**src/sv/ess_pkg.sv**
```systemverilog
// Shared types and constants of the engagement state and set-speed block.
package ess_pkg;

  // Speed limits in kph.
  localparam logic [7:0] SPEED_MAX        = 8'd144;
  localparam logic [7:0] SPEED_MIN        = 8'd8;
  localparam logic [7:0] SPEED_STEP       = 8'd8;
  localparam logic [7:0] ENGAGE_SPEED_MIN = 8'd40;
  localparam logic [7:0] NEVER_SET_LIMIT  = 8'd250;
  localparam logic [7:0] SPEED_NEVER_SET  = 8'd255;

  // Ego speed bounds and rounding, 4 fraction bits.
  localparam logic [11:0] ENGAGE_Q4_MIN = 12'(ENGAGE_SPEED_MIN) << 4;
  localparam logic [11:0] ENGAGE_Q4_MAX = 12'(SPEED_MAX) << 4;
  localparam logic [11:0] Q4_HALF       = 12'd8;

  // Register reset values.
  localparam logic       CRUISE_LOGIC_RESET = 1'b1;
  localparam logic [9:0] SOFT_FRAMES_RESET  = 10'd300;

  // Operation codes.
  localparam logic OP_BUTTON = 1'b0;
  localparam logic OP_FRAME  = 1'b1;

  // Button kinds; the unused code acts as other.
  localparam logic [1:0] BTN_OTHER = 2'd0;
  localparam logic [1:0] BTN_ACCEL = 2'd1;
  localparam logic [1:0] BTN_DECEL = 2'd2;

  // Configuration register indexes.
  typedef enum logic {
    CFG_CRUISE_LOGIC_ENABLE = 1'b0,
    CFG_SOFT_DISABLE_FRAMES = 1'b1
  } cfg_reg_e;

  typedef struct packed {
    logic        operation;
    logic [1:0]  button_kind;
    logic        button_pressed;
    logic        ev_enable;
    logic        ev_no_entry;
    logic        ev_pre_enable;
    logic        ev_user_disable;
    logic        ev_soft_disable;
    logic        ev_immediate_disable;
    logic [11:0] ego_speed_kph_q4;
  } ess_in_t;

  typedef struct packed {
    logic [1:0] engage_state;
    logic       is_enabled;
    logic       is_active;
    logic [7:0] set_speed_kph;
    logic [9:0] soft_timer_left;
  } ess_out_t;

endpackage

```
**src/sv/engagement_state_with_set_speed.sv**
```systemverilog
// Engagement state machine with cruise set-speed logic, top level.
//
// The block takes one input word per cycle while not stalled and returns
// exactly one result word for each, showing the engagement state, set speed
// and soft-disable timer after that word. A button word (operation 0) carries
// one cruise button event: while engaged and cruise logic is on, a released
// accel moves the set speed up to the next multiple of 8 kph and a released
// decel down to the previous one, clipped to 8..144 kph; any released button
// clips. A frame word (operation 1) counts the soft-disable timer down,
// applies the state transitions and initializes the set speed on engagement,
// either from the previous frame's set speed (when an accel arrived this
// frame and that speed is under 250 kph) or from the ego speed clipped to
// 40..144 kph and rounded. Each accepted word sits in the input register, and
// one pass of the state logic then loads the result register, where the
// result waits until it is taken. The output register lets one new word enter
// while a result waits. Configuration writes are always ready and must only
// be issued while no word is in flight.
module engagement_state_with_set_speed (
  input  logic            clk_i,
  input  logic            rst_ni,
  input  logic            in_valid_i,
  output logic            in_stall_o,
  input  ess_pkg::ess_in_t  in_word_i,
  output logic            out_valid_o,
  input  logic            out_stall_i,
  output ess_pkg::ess_out_t out_word_o,
  input  logic            cfg_valid_i,
  output logic            cfg_ready_o,
  input  ess_pkg::cfg_reg_e cfg_index_i,
  input  logic [9:0]      cfg_data_i
);

  typedef enum logic [1:0] {
    MODE_DISABLED = 2'd0,
    MODE_PRE      = 2'd1,
    MODE_ENABLED  = 2'd2,
    MODE_SOFT     = 2'd3
  } mode_e;

  // Configuration registers.
  logic       cruise_logic_enable_q;
  logic [9:0] soft_disable_frames_q;

  // Pipeline registers.
  logic              in_valid_q;
  ess_pkg::ess_in_t  in_word_q;
  logic              out_valid_q;
  ess_pkg::ess_out_t out_word_q;

  // Block state.
  mode_e      mode_q, mode_d;
  logic [7:0] set_speed_q, set_speed_d;
  logic [7:0] frame_start_q, frame_start_d;
  logic       accel_seen_q, accel_seen_d;
  logic [9:0] soft_timer_q, soft_timer_d;

  logic              advance;
  logic              in_accept;
  ess_pkg::ess_out_t result;

  // Button arithmetic.
  logic [8:0] speed_up;
  logic [8:0] speed_down;
  logic [8:0] speed_step;
  logic [7:0] speed_clipped;

  // Frame arithmetic.
  logic [9:0]  timer_dec;
  logic [11:0] ego_clipped;
  logic [11:0] ego_rounded;
  logic [7:0]  engage_speed;

  // Hand the word to the result register whenever that register is free or
  // being emptied this cycle.
  assign advance     = in_valid_q && (!out_valid_q || !out_stall_i);
  assign in_stall_o  = in_valid_q && !advance;
  assign in_accept   = in_valid_i && !in_stall_o;
  assign cfg_ready_o = 1'b1;

  assign out_valid_o = out_valid_q;
  assign out_word_o  = out_word_q;

  // Accel: next higher multiple of 8. Decel: next lower multiple of 8, which
  // goes below the minimum (and clips there) for any speed of 8 or less.
  assign speed_up = {1'b0, set_speed_q[7:3], 3'b000} + 9'(ess_pkg::SPEED_STEP);

  always_comb begin
    if (set_speed_q[7:3] == 5'd0) begin
      speed_down = 9'd0;
    end else if (set_speed_q[2:0] == 3'd0) begin
      speed_down = {1'b0, set_speed_q} - 9'(ess_pkg::SPEED_STEP);
    end else begin
      speed_down = {1'b0, set_speed_q[7:3], 3'b000};
    end
  end

  always_comb begin
    unique case (in_word_q.button_kind)
      ess_pkg::BTN_ACCEL: speed_step = speed_up;
      ess_pkg::BTN_DECEL: speed_step = speed_down;
      default:            speed_step = {1'b0, set_speed_q};
    endcase
  end

  always_comb begin
    if (speed_step < 9'(ess_pkg::SPEED_MIN)) begin
      speed_clipped = ess_pkg::SPEED_MIN;
    end else if (speed_step > 9'(ess_pkg::SPEED_MAX)) begin
      speed_clipped = ess_pkg::SPEED_MAX;
    end else begin
      speed_clipped = speed_step[7:0];
    end
  end

  // Saturating countdown, then the ego speed clipped and rounded half up.
  assign timer_dec = (soft_timer_q != 10'd0) ? soft_timer_q - 10'd1 : 10'd0;

  always_comb begin
    if (in_word_q.ego_speed_kph_q4 < ess_pkg::ENGAGE_Q4_MIN) begin
      ego_clipped = ess_pkg::ENGAGE_Q4_MIN;
    end else if (in_word_q.ego_speed_kph_q4 > ess_pkg::ENGAGE_Q4_MAX) begin
      ego_clipped = ess_pkg::ENGAGE_Q4_MAX;
    end else begin
      ego_clipped = in_word_q.ego_speed_kph_q4;
    end
  end

  assign ego_rounded  = ego_clipped + ess_pkg::Q4_HALF;
  assign engage_speed = ego_rounded[11:4];

  // Next state for the word in the input register.
  always_comb begin
    mode_d        = mode_q;
    set_speed_d   = set_speed_q;
    frame_start_d = frame_start_q;
    accel_seen_d  = accel_seen_q;
    soft_timer_d  = soft_timer_q;

    if (in_word_q.operation == ess_pkg::OP_BUTTON) begin
      // Note any accel, pressed or released, for engagement in this frame.
      if (in_word_q.button_kind == ess_pkg::BTN_ACCEL) begin
        accel_seen_d = 1'b1;
      end
      if (cruise_logic_enable_q && (mode_q != MODE_DISABLED) &&
          !in_word_q.button_pressed) begin
        set_speed_d = speed_clipped;
      end
    end else begin
      soft_timer_d = timer_dec;
      unique case (mode_q)
        MODE_DISABLED: begin
          if (in_word_q.ev_enable && !in_word_q.ev_no_entry) begin
            mode_d = in_word_q.ev_pre_enable ? MODE_PRE : MODE_ENABLED;
            if (accel_seen_q && (frame_start_q < ess_pkg::NEVER_SET_LIMIT)) begin
              set_speed_d = frame_start_q;
            end else begin
              set_speed_d = engage_speed;
            end
          end
        end
        MODE_ENABLED: begin
          priority if (in_word_q.ev_user_disable || in_word_q.ev_immediate_disable) begin
            mode_d = MODE_DISABLED;
          end else if (in_word_q.ev_soft_disable) begin
            mode_d       = MODE_SOFT;
            soft_timer_d = soft_disable_frames_q;
          end else begin
            mode_d = mode_q;
          end
        end
        MODE_SOFT: begin
          priority if (in_word_q.ev_user_disable || in_word_q.ev_immediate_disable) begin
            mode_d = MODE_DISABLED;
          end else if (!in_word_q.ev_soft_disable) begin
            mode_d = MODE_ENABLED;
          end else if (timer_dec == 10'd0) begin
            mode_d = MODE_DISABLED;
          end else begin
            mode_d = mode_q;
          end
        end
        MODE_PRE: begin
          priority if (in_word_q.ev_user_disable || in_word_q.ev_immediate_disable ||
                       in_word_q.ev_soft_disable) begin
            mode_d = MODE_DISABLED;
          end else if (!in_word_q.ev_pre_enable) begin
            mode_d = MODE_ENABLED;
          end else begin
            mode_d = mode_q;
          end
        end
        default: mode_d = MODE_DISABLED;
      endcase
      // Close the frame.
      frame_start_d = set_speed_d;
      accel_seen_d  = 1'b0;
    end
  end

  // Result shows the state after the word.
  always_comb begin
    result.engage_state    = mode_d;
    result.is_enabled      = (mode_d != MODE_DISABLED);
    result.is_active       = (mode_d == MODE_ENABLED) || (mode_d == MODE_SOFT);
    result.set_speed_kph   = set_speed_d;
    result.soft_timer_left = soft_timer_d;
  end

  always_ff @(posedge clk_i or negedge rst_ni) begin
    if (!rst_ni) begin
      cruise_logic_enable_q <= ess_pkg::CRUISE_LOGIC_RESET;
      soft_disable_frames_q <= ess_pkg::SOFT_FRAMES_RESET;
      in_valid_q            <= 1'b0;
      in_word_q             <= '0;
      out_valid_q           <= 1'b0;
      out_word_q            <= '0;
      mode_q                <= MODE_DISABLED;
      set_speed_q           <= ess_pkg::SPEED_NEVER_SET;
      frame_start_q         <= ess_pkg::SPEED_NEVER_SET;
      accel_seen_q          <= 1'b0;
      soft_timer_q          <= 10'd0;
    end else begin
      if (cfg_valid_i) begin
        unique case (cfg_index_i)
          ess_pkg::CFG_CRUISE_LOGIC_ENABLE: cruise_logic_enable_q <= cfg_data_i[0];
          ess_pkg::CFG_SOFT_DISABLE_FRAMES: soft_disable_frames_q <= cfg_data_i;
          default: ;
        endcase
      end

      // Input register: load on accept, drop once handed on.
      if (in_accept) begin
        in_valid_q <= 1'b1;
        in_word_q  <= in_word_i;
      end else if (advance) begin
        in_valid_q <= 1'b0;
      end

      // Advance state and result together.
      if (advance) begin
        mode_q        <= mode_d;
        set_speed_q   <= set_speed_d;
        frame_start_q <= frame_start_d;
        accel_seen_q  <= accel_seen_d;
        soft_timer_q  <= soft_timer_d;
        out_valid_q   <= 1'b1;
        out_word_q    <= result;
      end else if (out_valid_q && !out_stall_i) begin
        out_valid_q <= 1'b0;
      end
    end
  end

  // Set speed is either never set or inside the cruise range.
  assert property (@(posedge clk_i) disable iff (!rst_ni)
    (set_speed_q == ess_pkg::SPEED_NEVER_SET) ||
    ((set_speed_q >= ess_pkg::SPEED_MIN) && (set_speed_q <= ess_pkg::SPEED_MAX)))
    else $error("set speed outside its range");

  // Entering soft-disabling loads the timer from the register.
  assert property (@(posedge clk_i) disable iff (!rst_ni)
    (mode_q == MODE_SOFT) && ($past(mode_q) == MODE_ENABLED) |->
      (soft_timer_q == $past(soft_disable_frames_q)))
    else $error("soft timer not loaded on entry");

  // State only changes when a word passes to the result register.
  assert property (@(posedge clk_i) disable iff (!rst_ni)
    !advance |=> $stable(mode_q) && $stable(set_speed_q) && $stable(soft_timer_q))
    else $error("state changed without a word");

endmodule
```
**config.mk**
```make
export PLATFORM = sky130hd
export DESIGN_NAME = engagement_state_with_set_speed
export DESIGN_NICKNAME = d
export VERILOG_FILES = /design/src/sv/ess_pkg.sv /design/src/sv/engagement_state_with_set_speed.sv
export SDC_FILE = /design/constraint.sdc
export NUM_CORES = 1
export LEC_CHECK = 0
export ABC_AREA = 1
export BUFFER_PORTS_ARGS = -buffer_cell sky130_fd_sc_hd__buf_2
export CAP_MARGIN = 20
export CORE_MARGIN = 2
export CORE_UTILIZATION = 52
export CTS_BUF_LIST = sky130_fd_sc_hd__clkbuf_16
export DETAILED_ROUTE_END_ITERATION = 8
export MAX_ROUTING_LAYER = met4
export PLACE_DENSITY = 0.84
export SYNTH_ARGS = -nofsm -noshare
export SYNTH_HDL_FRONTEND = slang
export SYNTH_SLANG_ARGS = --single-unit
```
**constraint.sdc**
```tcl
create_clock -name clk_i -period 2 [get_ports clk_i]
set_input_delay 0.4 -clock clk_i [delete_from_list [all_inputs] [get_ports clk_i]]
set_output_delay 0.4 -clock clk_i [all_outputs]
set_load 0.01 [all_outputs]
```
Yosys cells after proc, flatten, opt, wreduce, memory -nomap -nowiden

Index checks and enable logic that the tools add are counted.
Widths: inputs -> output; s select.

Input bits: 38
Output and inout port bits: 25
Bits in registers: 74

Bitwise gates (word level): 1
Order comparisons: 5
Add/sub/neg operators: 4
Reductions and logical operators: 32
Muxes and demuxes: 34
Equal/unequal tests: 7

Operators with widths:

| cell                  | number |
|---|---|
| $mux 8                | 7 |
| $mux 10               | 5 |
| $mux 12               | 2 |
| $mux 2                | 10 |
| $mux 9                | 2 |
| $pmux 9 s2            | 1 |
| $add 12x4->12 const B | 1 |
| $gt 12x12->1 const B  | 1 |
| $lt 12x10->1 const B  | 1 |
| $eq 2x2->1 const B    | 5 |
| $logic_not 10->1      | 1 |
| $reduce_bool 10->1    | 1 |
| $reduce_bool 2->1     | 5 |
| $sub 10x1->10 const B | 1 |
| $add 8x4->9 const B   | 1 |
| $gt 9x8->1 const B    | 1 |
| $lt 9x4->1 const B    | 1 |
| $sub 8x4->9 const B   | 1 |
| $logic_and 1x1->1     | 8 |
| $lt 8x8->1 const B    | 1 |
| $pmux 2 s4            | 1 |
| $reduce_and 2->1      | 4 |
| $logic_not 1->1       | 6 |
| $mux 1                | 6 |
| other kinds (6)       | 10 |

Logic depth before layout (Yosys ltp)

Depth in word-level cells: 10
Depth in mapped cells: 18

Worst setup path after synthesis

OpenSTA, ideal clock, no wires.

Kind: register -> register
Start point: reg in_word_q[7] (netlist bit)
End point: reg out_word_q (netlist bit out_word_o[15])
Setup time: 0.125 ns
Clock period less this slack: 2.014 ns
Slack: -0.014 ns
Path buffers: 1
Arrival: 1.889 ns
Stages on the path, launching flop included: 17
Cell sequence: dfrtp_1 > inv_2 > nand2_1 > nor3_2 > nand3_1 > nand2_1 > buf_6 > inv_2 > nor3_1 > ha_1 > nand4_4 > o21ai_1 > nand3_1 > nand2_1 > nand2_1 > nand2_1 > nand3_1

Word-level cells in the longest chain between the ends: 8
Elaborated cells on any way between the ends: 9
Those cells by class: add/sub: 1; order compare: 2; mux: 6

Ends and longest elaborated chain:

| element                | RTL line                               | source |
|---|---|---|
| from (decl)            | engagement_state_with_set_speed.sv:46  | `ess_pkg::ess_in_t in_word_q;` |
| from (signal assigned) | engagement_state_with_set_speed.sv:234 | `in_word_q <= in_word_i;` |
| $gt 12x12->1           | engagement_state_with_set_speed.sv:121 | `end else if (in_word_q.ego_speed_kph_q4 > ess_pkg::ENGAGE_Q4_MAX) begin` |
| $mux 12                | engagement_state_with_set_speed.sv:121 |  |
| $mux 12 *              | engagement_state_with_set_speed.sv:119 | `if (in_word_q.ego_speed_kph_q4 < ess_pkg::ENGAGE_Q4_MIN) begin` |
| $add 12x4->12 *        | engagement_state_with_set_speed.sv:128 | `assign ego_rounded = ego_clipped + ess_pkg::Q4_HALF;` |
| $mux 8 *               | engagement_state_with_set_speed.sv:154 | `if (accel_seen_q && (frame_start_q < ess_pkg::NEVER_SET_LIMIT)) begin` |
| $mux 8 *               | engagement_state_with_set_speed.sv:152 | `if (in_word_q.ev_enable && !in_word_q.ev_no_entry) begin` |
| $mux 8 *               | engagement_state_with_set_speed.sv:150 | `unique case (mode_q)` |
| $mux 8 *               | engagement_state_with_set_speed.sv:139 | `if (in_word_q.operation == ess_pkg::OP_BUTTON) begin` |
| to (signal assigned)   | engagement_state_with_set_speed.sv:247 | `out_word_q <= result;` |
| to (decl)              | engagement_state_with_set_speed.sv:48  | `ess_pkg::ess_out_t out_word_q;` |

Every way passes the cells marked *; elsewhere a longest branch is shown, timed or not.
A chain may end at the register's enable or synchronous reset.

Worst setup path in the final report

Start point: reg in_word_q[7] (netlist bit)
End point: reg frame_start_q[5]

Word-level cells in the longest chain between the ends: 7
Elaborated cells on any way between the ends: 8
Those cells by class: add/sub: 1; order compare: 2; mux: 5

Ends and longest elaborated chain:

| element              | RTL line                               | source |
|---|---|---|
| $gt 12x12->1         | engagement_state_with_set_speed.sv:121 |  |
| $mux 12              | engagement_state_with_set_speed.sv:121 |  |
| $mux 12 *            | engagement_state_with_set_speed.sv:119 |  |
| $add 12x4->12 *      | engagement_state_with_set_speed.sv:128 |  |
| $mux 8 *             | engagement_state_with_set_speed.sv:154 |  |
| $mux 8 *             | engagement_state_with_set_speed.sv:152 |  |
| $mux 8 *             | engagement_state_with_set_speed.sv:150 |  |
| to (signal assigned) | engagement_state_with_set_speed.sv:219 | `frame_start_q <= ess_pkg::SPEED_NEVER_SET;` |
| to (signal assigned) | engagement_state_with_set_speed.sv:243 | `frame_start_q <= frame_start_d;` |
| to (decl)            | engagement_state_with_set_speed.sv:53  | `logic [7:0] frame_start_q, frame_start_d;` |

Marked as above.

==> impl_metrics.py <==
metrics = {
    "placement": {
        "io_buffers": 61,
        "post_dp_cell_area_mm2": 0.00506,
        "gp_congestion": 0.950,
        "pre_cts_slack_ns": -0.168,
        "dp_hpwl_um": 8370,
    },
    "run_status": {
        "failed_checks": "negative setup slack",
        "status": "finished with violations",
    },
    "worst_setup_path": {
        "crit_required_ns": 2.27,
        "reg2reg_depth": 16,
        "path_delay_family": "simple AND/OR/NAND/NOR gates",
        "path_buf_inv": 2,
        "worstSetupEndpointType": "register",
        "start_kind": "register",
        "cp.arrival_ns": 2.47,
        "r2r_setup_slack_ns": -0.20,
        "crit_fanout": 4,
        "r2r_end": "frame_start_q[5]$_DFFE_PN1P_",
        "crit_path_max_incr_delay_ns": 0.41,
        "crit_type": "register to register",
        "r2r_start": "in_word_q[7]$_DFFE_PN0P_",
        "critPathSlowestCell": "dfrtp_1",
        "crit_chain": "inv_2 > nand2_2 > nor3_2 > nand3_1 > nand2_2 > inv_2 > nor3_2 > ha_2 > nand4_4 > nor2_4 > nand2_1 > nand3_1 > nand2_1 > nand2_1 > nand2_2 > o21ai_2",
    },
    "global_routing": {
        "grt.busiest_layer": "met2",
        "grt_max_degree": 75,
        "track_usage_pct": 29.1,
        "grt_use_met2_pct": 51.2,
        "antenna_found_initial": 0,
        "grt_util_met1_pct": 31.6,
        "overflow": 0,
        "use_met3_pct": 5.64,
        "grt_pass1_vias": 4419,
        "grt_pass1_wl_um": 20000,
    },
    "synthesis": {
        "syn_area_mm2": 0.00438,
        "synth_top_flop_cell": "dfrtp_1",
        "synth_fp_nets": 616,
        "syn_inst": 572,
        "ys_warn_count": 0,
        "synth_edf_count": 0,
        "async_flop_share_pct": 100,
        "yosys-top-cells-area": "dfrtp_1 (30%), dfstp_2 (13%), nand2_1 (12%), nand3_1 (5.1%), a21oi_1 (4.9%)",
        "ys_seq_elements": 74,
        "yosysTopAreaCellShare_pct": 30.3,
        "synth_most_common_cell": "nand2_1",
        "synth.largest_area_cell": "dfrtp_1",
        "ys_types": 41,
        "yosysSeqAreaShare_pct": 42.8,
        "ys_top_cells_by_count": "nand2_1 (138), inv_1 (55), dfrtp_1 (53)",
        "avgSynthCellArea_um2": 7.66,
    },
    "power": {
        "power_leakage_nw": 2.95,
        "clkPwrFrac_pct": 21.2,
        "seq_power_share_pct": 29.9,
        "p_sw_share_pct": 41.5,
        "p_per_area_mw_per_mm2": 1390,
        "p_int_mw": 4.74,
        "p_sw_mw": 3.37,
        "combPwrFrac_pct": 49.0,
        "ir_drop_mv": 0.866,
    },
    "drt": {
        "wl_per_cell_um": 16.0,
        "drc_errors": 0,
        "routed_wl_um": 12900,
        "routed_via_density": 5.56,
        "final_antenna_net_count": 0,
        "drtIter0Drc": 355,
        "vias": 4467,
        "drt-pass1-iter-count": 5,
    },
    "final_layout": {
        "drive_gt1_share_pct": 40.4,
        "nFillCells": 581,
        "final_nets": 737,
        "seq_area_mm2": 0.00188,
        "finalInstanceArea_mm2": 0.00584,
        "syn_to_final_growth_pct": 33.2,
        "n_antenna_cell": 0,
        "multi_input_area_mm2": 0.00241,
    },
    "timing": {
        "fin_crit_sh_pct": 110,
        "tightest_slew_ns": 0.498,
        "clock-skew-final_ns": 0.0109,
        "finalCriticalPeriod_ns": 2.20,
        "hold_viol_final": 0,
        "rsz0062_at_grt": "true",
        "relSlewSlack_pct": 66.7,
        "finalWorstSetupSlack_ns": -0.199,
        "slew_viol_final": 0,
        "setup_violations": 27,
        "fmax_mhz": 455,
    },
    "clock_network": {
        "clkTransAtPathRegs_ns": 0.06,
        "cts_tree": "built",
        "cts_buffers": 9,
        "h-tree-depth": 3,
        "insertion_delay_ns": 0.34,
        "cts_max_path_buffers": 2,
        "cts.sinks": 74,
        "cts-root-buf": "clkbuf_16",
        "cts_hold_buf": 0,
    },
    "run": {
        "maxCapViolCount": 0,
    },
    "floorplanning": {
        "num_rows": 33,
        "chipWidth_um": 95.8,
        "die_h_um": 95.8,
        "fp.dieArea_mm2": 0.00918,
        "initial_utilization_pct": 53.6,
        "io_pins": 63,
        "coreArea_mm2": 0.00818,
    },
    "worst_hold_path": {
        "min_path_type": "input port to async pin",
    },
}
-- what timing repair did --
action,CTS,global route
pin swaps,9,33
gates cloned,0,1
setup buffers,7,15
gates resized for setup,27,48
endpoints found under the setup margin,25,29
hold endpoints to repair,0,0
-- routing by layer --
layer  routed length [um]  part of all wire [%]
met5                    0                     0
met4                  560                   4.3
met3                  781                   6.1
met2                 6750                    52
met1                 4790                    37
-- flip-flops by register name, summed over array words and instances, names as in the netlist --
signal and cells:
in_word_q 22, out_valid_o 1, cruise_logic_enable_q 1, in_valid_q 1
accel_seen_q 1, set_speed_q 8, soft_disable_frames_q 10, frame_start_q 8
out_word_o 10, soft_timer_q 10, mode_q 2
-- worst max-delay path by stage --
stage | start | end | slack, ns | cells after the start
after floorplan | in_word_q[7]$_DFFE_PN0P_ | out_word_o[15]$_DFFE_PN0P_ | 0.03 | 16
after global placement | soft_timer_q[0]$_DFFE_PN0P_ | out_word_o[18]$_DFFE_PN0P_ | -0.13 | 13
after detailed placement | soft_timer_q[0]$_DFFE_PN0P_ | mode_q[1]$_DFFE_PN0P_ | -0.17 | 13
after CTS | in_word_q[7]$_DFFE_PN0P_ | set_speed_q[5]$_DFFE_PN1P_ | -0.08 | 16
after global routing | in_word_q[7]$_DFFE_PN0P_ | frame_start_q[5]$_DFFE_PN1P_ | -0.30 | 16
final | in_word_q[7]$_DFFE_PN0P_ | frame_start_q[5]$_DFFE_PN1P_ | -0.20 | 16
-- stage by stage --
step | hold slack, ns | TNS, ns | power (mW) | instances | utilization [%]
after floorplan | 0.104 | 0 | 4.49 | 572 | -
after global placement | 0.455 | -0.457 | 5.42 | 764 | 62.0
after detailed placement | 0.458 | -1.49 | 5.56 | 764 | 62.0
after CTS | 0.0990 | -0.525 | 7.49 | 787 | 67.6
after global routing | 0.129 | -5.74 | 8.60 | 803 | 71.4
final | 0.0750 | -2.90 | 8.11 | 803 | 71.4
-- cell usage in the layout (no fill, tap or decap), types with 2 or more instances in the layout --
| master | n |
|---|---|
| nand2_1 | 127 |
| buf_2 | 61 |
| buf_4 | 61 |
| inv_1 | 54 |
| dfrtp_1 | 53 |
| nor2_1 | 42 |
| a21oi_1 | 41 |
| nand3_1 | 30 |
| o21ai_0 | 28 |
| nand3_2 | 21 |
| dfstp_2 | 21 |
| nand2_2 | 17 |
| inv_2 | 15 |
| mux2_2 | 14 |
| nor2_2 | 13 |
| clkbuf_16 | 9 |
| o21ai_1 | 8 |
| nand4_1 | 6 |
| nor2_4 | 6 |
| o21ai_2 | 6 |
| nor3_2 | 5 |
| xor2_1 | 5 |
| nand2_4 | 5 |
| clkinv_1 | 5 |
| a21oi_2 | 4 |
| nand3_4 | 4 |
| buf_6 | 4 |
| nor3_1 | 3 |
| o22ai_1 | 3 |
| ha_2 | 3 |
| a31oi_1 | 2 |
| o21bai_1 | 2 |
| ha_4 | 2 |
| bufinv_16 | 2 |
-- final cells by class --
class | count | share of cell area [%]
multi-input cells | 408 | 41.3
clock buffers | 9 | 3.86
repair buffers | 127 | 14.2
well taps | 105 | 2.25
flip-flops and latches | 74 | 32.2
inverters | 73 | 4.73
clock inverters | 7 | 1.52
-- kinds of logic after synthesis --
logic type / synth area share, %
AND/OR/NAND/NOR: 29.6
other: 0.0855
XOR/XNOR: 1.20
multiplexers: 3.60
AO/OA/AOI/OAI: 12.2
flip-flops: 42.8
buffers and inverters: 8.73
adder cells (fa/ha/maj): 1.71
-- power groups by stage --
stage	registers (mW)	logic (mW)	clock network, mW
floorplan	2.41	2.08	0
global route	2.47	4.33	1.79
global placement	2.39	3.03	0
detailed placement	2.40	3.16	0
CTS	2.39	3.38	1.73
finish	2.42	3.97	1.72
-- worst reg2reg max path, stage by stage, from the launching register on --
cell	delay [ns]
dfrtp_1	0.41
inv_2	0.10
nand2_2	0.06
nor3_2	0.13
nand3_1	0.12
nand2_2	0.12
inv_2	0.05
nor3_2	0.12
ha_2	0.24
nand4_4	0.15
nor2_4	0.17
nand2_1	0.08
nand3_1	0.09
nand2_1	0.05
nand2_1	0.07
nand2_2	0.09
o21ai_2	0.08
Note: power is estimated with default switching activity, not from simulation.
